**src/ipmd_pkg.sv**
```systemverilog
// ipmd_pkg: fixed widths, register indexes and reset values for the
// incremental PID motor drive. No dependencies.
package ipmd_pkg;

  // Fixed field widths
  localparam int unsigned GainW   = 16;
  localparam int unsigned LimitW  = 8;
  localparam int unsigned DriveW  = 9;
  localparam int unsigned CfgW    = 16;
  localparam int unsigned CfgIdxW = 3;

  // Configuration register indexes
  typedef enum logic [CfgIdxW-1:0] {
    REG_GAIN_PROP    = 3'd0,
    REG_GAIN_INTEG   = 3'd1,
    REG_GAIN_DERIV   = 3'd2,
    REG_MAX_FORWARD  = 3'd3,
    REG_MAX_BACKWARD = 3'd4
  } cfg_reg_e;

  // Reset values
  localparam logic [GainW-1:0]  GainPropRst    = 16'd128;
  localparam logic [GainW-1:0]  GainIntegRst   = 16'd77;
  localparam logic [GainW-1:0]  GainDerivRst   = 16'd128;
  localparam logic [LimitW-1:0] MaxForwardRst  = 8'd130;
  localparam logic [LimitW-1:0] MaxBackwardRst = 8'd20;

endpackage

```
**src/incremental_pid_motor_drive.sv**
```systemverilog
// incremental_pid_motor_drive: top level, input register, PID datapath,
// clamp and result register. Depends on ipmd_pkg.
//
// Usage:
//   Input channel (in_valid_i / in_ready_o) carries one control tick: motor
//   side, target speed and measured encoder speed. Output channel
//   (out_valid_o / out_ready_i) carries one result per tick: side, clamped
//   drive value, forward and backward duty and a clamp flag.
//   Configuration is a plain write port (cfg_we_i, cfg_idx_i, cfg_data_i);
//   write only while no tick is in flight. Unknown indexes are dropped.
//   Path: after input transfer the tick waits in the input register while one
//   pass of three gain multiplies, sum, truncate and clamp runs into the
//   result register. Throughput: one tick per cycle while results are taken,
//   set by that one datapath pass; the per-side error history is updated as
//   a tick leaves the input register, so a following tick of the same side
//   sees it.
//   Reset: gains and limits return to 0.5 / ~0.3 / 0.5 and 130 / 20, both
//   sides' error histories clear to zero and both stages empty.
//   Stall: while the result is not taken it holds; the input register
//   still takes one more tick, then in_ready_o drops until the output moves.
module incremental_pid_motor_drive
  import ipmd_pkg::*;
#(
  parameter int unsigned SPEED_BITS     = 11,
  parameter int unsigned GAIN_FRAC_BITS = 8
) (
  input  logic                         clk_i,
  input  logic                         rst_ni,
  // configuration write port
  input  logic                         cfg_we_i,
  input  logic [CfgIdxW-1:0]           cfg_idx_i,
  input  logic [CfgW-1:0]              cfg_data_i,
  // input channel
  input  logic                         in_valid_i,
  output logic                         in_ready_o,
  input  logic                         side_i,
  input  logic signed [SPEED_BITS-1:0] target_speed_i,
  input  logic signed [SPEED_BITS-1:0] measured_speed_i,
  // output channel
  output logic                         out_valid_o,
  input  logic                         out_ready_i,
  output logic                         side_out_o,
  output logic signed [DriveW-1:0]     drive_value_o,
  output logic [LimitW-1:0]            forward_duty_o,
  output logic [LimitW-1:0]            backward_duty_o,
  output logic                         clamped_o
);

  // Datapath widths follow the speed width and gain format
  localparam int unsigned ErrW  = SPEED_BITS + 1;       // e = target - measured
  localparam int unsigned D1W   = SPEED_BITS + 2;       // e - e1
  localparam int unsigned D2W   = SPEED_BITS + 3;       // e - 2*e1 + e2
  localparam int unsigned ProdW = D2W + GainW + 1;      // signed x unsigned gain
  localparam int unsigned AccW  = ProdW + 2;            // sum of three products
  localparam int unsigned IncW  = AccW - GAIN_FRAC_BITS;
  localparam int unsigned DrvW  = IncW + 1;             // target + increment

  // Configuration registers
  logic [GainW-1:0]  gain_prop_q, gain_integ_q, gain_deriv_q;
  logic [LimitW-1:0] max_forward_q, max_backward_q;

  always_ff @(posedge clk_i or negedge rst_ni) begin
    if (!rst_ni) begin
      gain_prop_q    <= GainPropRst;
      gain_integ_q   <= GainIntegRst;
      gain_deriv_q   <= GainDerivRst;
      max_forward_q  <= MaxForwardRst;
      max_backward_q <= MaxBackwardRst;
    end else if (cfg_we_i) begin
      case (cfg_idx_i)
        REG_GAIN_PROP:    gain_prop_q    <= cfg_data_i;
        REG_GAIN_INTEG:   gain_integ_q   <= cfg_data_i;
        REG_GAIN_DERIV:   gain_deriv_q   <= cfg_data_i;
        REG_MAX_FORWARD:  max_forward_q  <= cfg_data_i[LimitW-1:0];
        REG_MAX_BACKWARD: max_backward_q <= cfg_data_i[LimitW-1:0];
        default: ;
      endcase
    end
  end

  // Handshake: stage 1 advances when the result register is free or drains
  logic in_valid_q, out_valid_q;
  logic advance;
  logic in_xfer;

  assign advance    = in_valid_q && (!out_valid_q || out_ready_i);
  assign in_ready_o = !in_valid_q || advance;
  assign in_xfer    = in_valid_i && in_ready_o;

  // Input register
  logic                         side_q;
  logic signed [SPEED_BITS-1:0] target_q, measured_q;

  always_ff @(posedge clk_i or negedge rst_ni) begin
    if (!rst_ni) begin
      in_valid_q <= 1'b0;
    end else if (in_ready_o) begin
      in_valid_q <= in_valid_i;
    end
  end

  always_ff @(posedge clk_i) begin
    if (in_xfer) begin
      side_q     <= side_i;
      target_q   <= target_speed_i;
      measured_q <= measured_speed_i;
    end
  end

  // Per-side error history
  logic signed [ErrW-1:0] err1_q [2];
  logic signed [ErrW-1:0] err2_q [2];

  // PID datapath
  logic signed [ErrW-1:0]  err, e1, e2;
  logic signed [D1W-1:0]   diff1;
  logic signed [D2W-1:0]   diff2;
  logic signed [ErrW:0]    err_x;   // e, one bit wider, into the integral product
  logic signed [ProdW-1:0] prod_p, prod_i, prod_d;
  logic signed [AccW-1:0]  acc, acc_adj;
  logic signed [IncW-1:0]  incr;
  logic signed [DrvW-1:0]  drive, drive_hi, drive_lo, drive_clamp;
  logic                    clip;

  always_comb begin
    e1    = err1_q[side_q];
    e2    = err2_q[side_q];
    err   = ErrW'(target_q) - ErrW'(measured_q);
    err_x = (ErrW + 1)'(err);
    diff1 = D1W'(err) - D1W'(e1);
    diff2 = D2W'(err) - (D2W'(e1) <<< 1) + D2W'(e2);

    prod_p = ProdW'(diff1) * $signed({1'b0, gain_prop_q});
    prod_i = ProdW'(err_x) * $signed({1'b0, gain_integ_q});
    prod_d = ProdW'(diff2) * $signed({1'b0, gain_deriv_q});
    acc    = AccW'(prod_p) + AccW'(prod_i) + AccW'(prod_d);

    // divide by 2^frac, truncating toward zero
    acc_adj = acc[AccW-1]
            ? acc + $signed({{(AccW - GAIN_FRAC_BITS){1'b0}}, {GAIN_FRAC_BITS{1'b1}}})
            : acc;
    incr    = IncW'(acc_adj >>> GAIN_FRAC_BITS);

    drive    = DrvW'(target_q) + DrvW'(incr);
    drive_hi = $signed({{(DrvW - LimitW){1'b0}}, max_forward_q});
    drive_lo = -$signed({{(DrvW - LimitW){1'b0}}, max_backward_q});

    // clip only when strictly outside the limits
    if (drive < drive_lo) begin
      drive_clamp = drive_lo;
      clip        = 1'b1;
    end else if (drive > drive_hi) begin
      drive_clamp = drive_hi;
      clip        = 1'b1;
    end else begin
      drive_clamp = drive;
      clip        = 1'b0;
    end
  end

  // Shift the history of the side whose tick leaves stage 1
  always_ff @(posedge clk_i or negedge rst_ni) begin
    if (!rst_ni) begin
      err1_q[0] <= '0;
      err1_q[1] <= '0;
      err2_q[0] <= '0;
      err2_q[1] <= '0;
    end else if (advance) begin
      err2_q[side_q] <= e1;
      err1_q[side_q] <= err;
    end
  end

  // Result register
  logic                     side_out_q, clamped_q;
  logic signed [DriveW-1:0] drive_q;
  logic [LimitW-1:0]        fwd_q, bwd_q;
  logic signed [DriveW-1:0] drive_d, drive_neg;

  assign drive_d   = drive_clamp[DriveW-1:0];
  assign drive_neg = -drive_d;

  always_ff @(posedge clk_i or negedge rst_ni) begin
    if (!rst_ni) begin
      out_valid_q <= 1'b0;
    end else if (advance) begin
      out_valid_q <= 1'b1;
    end else if (out_ready_i) begin
      out_valid_q <= 1'b0;
    end
  end

  always_ff @(posedge clk_i) begin
    if (advance) begin
      side_out_q <= side_q;
      drive_q    <= drive_d;
      clamped_q  <= clip;
      // negative drive goes to the backward channel as a magnitude
      fwd_q      <= drive_d[DriveW-1] ? '0 : drive_d[LimitW-1:0];
      bwd_q      <= drive_d[DriveW-1] ? drive_neg[LimitW-1:0] : '0;
    end
  end

  assign out_valid_o     = out_valid_q;
  assign side_out_o      = side_out_q;
  assign drive_value_o   = drive_q;
  assign forward_duty_o  = fwd_q;
  assign backward_duty_o = bwd_q;
  assign clamped_o       = clamped_q;

endmodule
```
**config.mk**
```make
export PLATFORM = sky130hd
export DESIGN_NAME = incremental_pid_motor_drive
export DESIGN_NICKNAME = d
export VERILOG_FILES = /design/src/ipmd_pkg.sv /design/src/incremental_pid_motor_drive.sv
export SDC_FILE = /design/constraint.sdc
export NUM_CORES = 2
export LEC_CHECK = 0
export BUFFER_PORTS_ARGS = -buffer_cell sky130_fd_sc_hd__buf_2
export CORE_UTILIZATION = 60
export CTS_CLUSTER_SIZE = 16
export DETAILED_ROUTE_END_ITERATION = 10
export PLACE_DENSITY = 0.84
export REMOVE_ABC_BUFFERS = 1
export SYNTH_ARGS = -nofsm -noshare
export SYNTH_HDL_FRONTEND = slang
export SYNTH_SLANG_ARGS = --single-unit
```
**constraint.sdc**
```tcl
create_clock -name clk_i -period 17.11 [get_ports clk_i]
set_input_delay 3.422 -clock clk_i [delete_from_list [all_inputs] [get_ports clk_i]]
set_output_delay 3.422 -clock clk_i [all_outputs]
set_load 0.1 [all_outputs]
```
==> metrics.csv <==
stage,metric,value,unit
synth,Compound-Gate Fraction of Synth Area,0.0649,
synth,Post-synth EDFFs,50,
setup_path,Reg2Reg Depth,73,
synth,Simple-Gate Fraction of Synth Area,0.160,
synth,mux cell area share after synthesis,0.0495,
cts,"Reg clk slew, reported paths",0.07,ns
final_layout,Area Overhead vs Synth,7.17,%
final_layout,share of cells above drive strength 1,0.116,
setup_path,Worst Path Max Fanout,8,
synth,"Seq/Total Area, Yosys",0.132,
setup_path,Crit. End Element,register,
synth,prevailing post-synth register cell,dfrtp_1,
timing,Max Slew Vio Count,0,
final_layout,fillers,4111,
placement,GPL Wtd Cong,0.985,
timing,endpoints failing setup,0,
placement,placed wire-length estimate,71.0,mm
global_routing,Tot GR Track Use,0.321,
setup_path,CP most frequent cell,fa_1,
cts,hold buffer count at cts,0,
timing,final worst-path cycle share,0.969,
setup_path,CP required,17.37,ns
route,ANT nets after route,0,
setup_path,critical path class,reg -> reg,
route,1st-iter DRT viols,2140,
worst_hold_path,worst hold path class,reg -> reg,
global_routing,gr ovfl total,0,
setup_path,CP max stage delay,0.57,ns
final_layout,Final Core Density,0.656,
synth,xor/xnor cell area share of the yosys netlist,0.0214,
cts,clock buffer count from CTS,17,
floorplan,row cnt,85,
timing,clock skew,0.0270,ns
synth,main combinational cell family by area after synthesis,adder cells,
synth,syn_area_per_cell,9.23,um2
cts,Sink Count,164,
floorplan,die area,56200,um2
cts,H-tree depth,4,
global_routing,wire length of the first global-routing pass,140,mm
synth,post-synthesis adder-cell area fraction,0.468,
setup_path,critical path's slowest cell,a311oi_1,
timing,final count of hold timing violations,0,
route,via density per instance,5.80,
timing,Slew @ Worst Pin,1.18,ns
setup_path,Worst setup SP type,register,
route,post-DR wirelength/cell,19.6,um
timing,achievable clock frequency,60.3,MHz
floorplan,die width,237,um
final_layout,number of diodes,0,
floorplan,IO Count,76,
cts,CTS max path bufs,2,
cts,Worst-Skew Late Latency,0.52,ns
synth,number of synthesized register bits,164,
placement,port bufs,75,
global_routing,largest net degree at the start of global routing,59,
synth,Synthesis Warnings,0,
floorplan,Die Y,237,um
floorplan,Core Region,54100,um2
timing,fin crit period,16.58,ns
cts,Clock Tree Root,clkbuf_16,
global_routing,antenna violations before repair,0,
timing,Rel. slew slack,0.211,
cts,TritonCTS clock tree,built,
synth,asr flop ratio synth,0.695,
setup_path,Critical Path AT,16.84,ns
route,Detailed Routing Iterations Pass 1,6,
outcome,status,finished clean,
global_routing,vias in the first global route,26600,
route,DRT Wirelength,85.5,mm
synth,cell area after synthesis,33100,um2
route,vias,25300,
synth,post-synthesis cell count,3590,
synth,synth unique cells,86,
route,Residual DRC,0,
floorplan,Initial Utilization,0.612,
run,max cap viols,0,
worst_hold_path,hold path cells,2,
final_layout,"Net count, final",4585,
[through the flow]
stage	hold WS [ns]	setup TNS, ns	setup WS [ns]	cells	area, um2
final	0.478	0	0.533	4362	35500
after global routing	0.485	-0.269	-0.0941	4362	35500
after CTS	0.476	0	0.0133	4357	35200
after detailed placement	0.459	0	0.194	4325	34600
after global placement	0.454	0	0.627	4325	34600
after floorplan	0.442	-0.0247	-0.0247	3459	32600
[cells in the final DEF (no fill, tap or decap), types with 37 or more instances in the layout]
| master | count |
|---|---|
| mux2i_1 | 37 |
| and2_1 | 229 |
| xnor2_1 | 49 |
| edfxtp_1 | 50 |
| nor2b_1 | 45 |
| inv_1 | 787 |
| nand2_1 | 464 |
| buf_4 | 96 |
| nor2_1 | 117 |
| o21ai_0 | 65 |
| buf_2 | 75 |
| fa_1 | 587 |
| nand2b_1 | 59 |
| a21oi_1 | 68 |
| ha_1 | 293 |
| dfrtp_1 | 104 |
| mux2_2 | 111 |
[routing by layer]
metal	routed length [um]	vias up	GRT usage
li1	-	11200	-
met1	32800	12600	0.423
met2	40600	1218	0.515
met3	7450	253	0.0572
met4	4640	0	0.159
met5	0	-	0
[synthesized netlist by cell type (6+ instances only)]
library cell | number | share of area
nor2b_1 | 45 | 0.0085
dfstp_2 | 10 | 0.0079
nand4_1 | 19 | 0.0036
or2_2 | 31 | 0.0059
a21o_1 | 25 | 0.0057
a31oi_1 | 6 | 0.0011
nand2b_1 | 60 | 0.011
inv_1 | 787 | 0.089
a211oi_1 | 15 | 0.0034
a21boi_0 | 12 | 0.0027
dfrtp_1 | 104 | 0.079
fa_1 | 588 | 0.36
nor3_1 | 32 | 0.0048
edfxtp_1 | 50 | 0.045
clkbuf_1 | 122 | 0.014
a21oi_1 | 75 | 0.011
ha_1 | 297 | 0.11
and2_1 | 229 | 0.043
mux2i_1 | 39 | 0.012
o21bai_1 | 9 | 0.0020
nand3b_1 | 8 | 0.0018
xnor2_1 | 53 | 0.014
o21a_1 | 10 | 0.0023
nand3_1 | 10 | 0.0015
nand2_1 | 464 | 0.053
mux2_2 | 111 | 0.038
and3_1 | 8 | 0.0015
xor2_1 | 28 | 0.0074
nor4_1 | 8 | 0.0015
or3_1 | 16 | 0.0030
o21ai_0 | 75 | 0.011
o211ai_1 | 18 | 0.0041
a211o_1 | 7 | 0.0019
nor2_1 | 120 | 0.014
[cell type report]
class,count,area (um2),share of cell area
Sequential cell,164,4370,0.123
Multi-Input combinational cell,2507,25600,0.720
Inverter,788,2960,0.0833
Timing Repair Buffer,175,1140,0.0321
Tap cell,696,871,0.0245
Clock buffer,17,425,0.0120
Clock inverter,15,166,0.00469
[state kept, by name, indices dropped and copies added, names as in the netlist, 9 cells and up]
| name | count |
|---|---|
| drive_value_o | 9 |
| gain_prop_q | 16 |
| gain_deriv_q | 16 |
| err1_q | 24 |
| target_q | 11 |
| err2_q | 24 |
| gain_integ_q | 16 |
| measured_q | 11 |
[worst max-delay path: cells and delay by family, from the launching register on]
family,cells,cell delay [ns]
XOR/XNOR,3,0.70
AO/OA/AOI/OAI,25,4.58
adder cells (fa/ha/maj),17,6.93
multiplexers,1,0.28
flip-flops,1,0.35
AND/OR/NAND/NOR,13,2.08
buffers and inverters,14,1.39
[final timing paths]
path / from / to / slack (ns)
min in group asynchronous: rst_ni / max_backward_q[1] / 3.01
worst min-delay path: err2_q[20] / err2_q[20] / 0.48
worst max register to register: target_q[0] / backward_duty_o[4] / 0.53
max in group asynchronous: rst_ni / gain_prop_q[11] / 12.70
worst min register to register: err2_q[20] / err2_q[20] / 0.48
worst max-delay path: target_q[0] / backward_duty_o[4] / 0.53
[logic make-up after synthesis]
logic type / count (synthesis)
and+or+nand+nor: 1072
AOI/OAI and AO/OA: 319
adders and majority gates: 885
buffers and inverters: 919
DFF: 164
xor gates and xnor gates: 81
muxes: 150
[repair_timing]
action / CTS / global route
gates resized for setup: 0 / 65
setup endpoints to repair: 0 / 26
setup buffers: 0 / 4
Power is left out: the tool's default activity adds up to more than one toggle a clock period on the data nets, which glitch-free logic cannot reach.
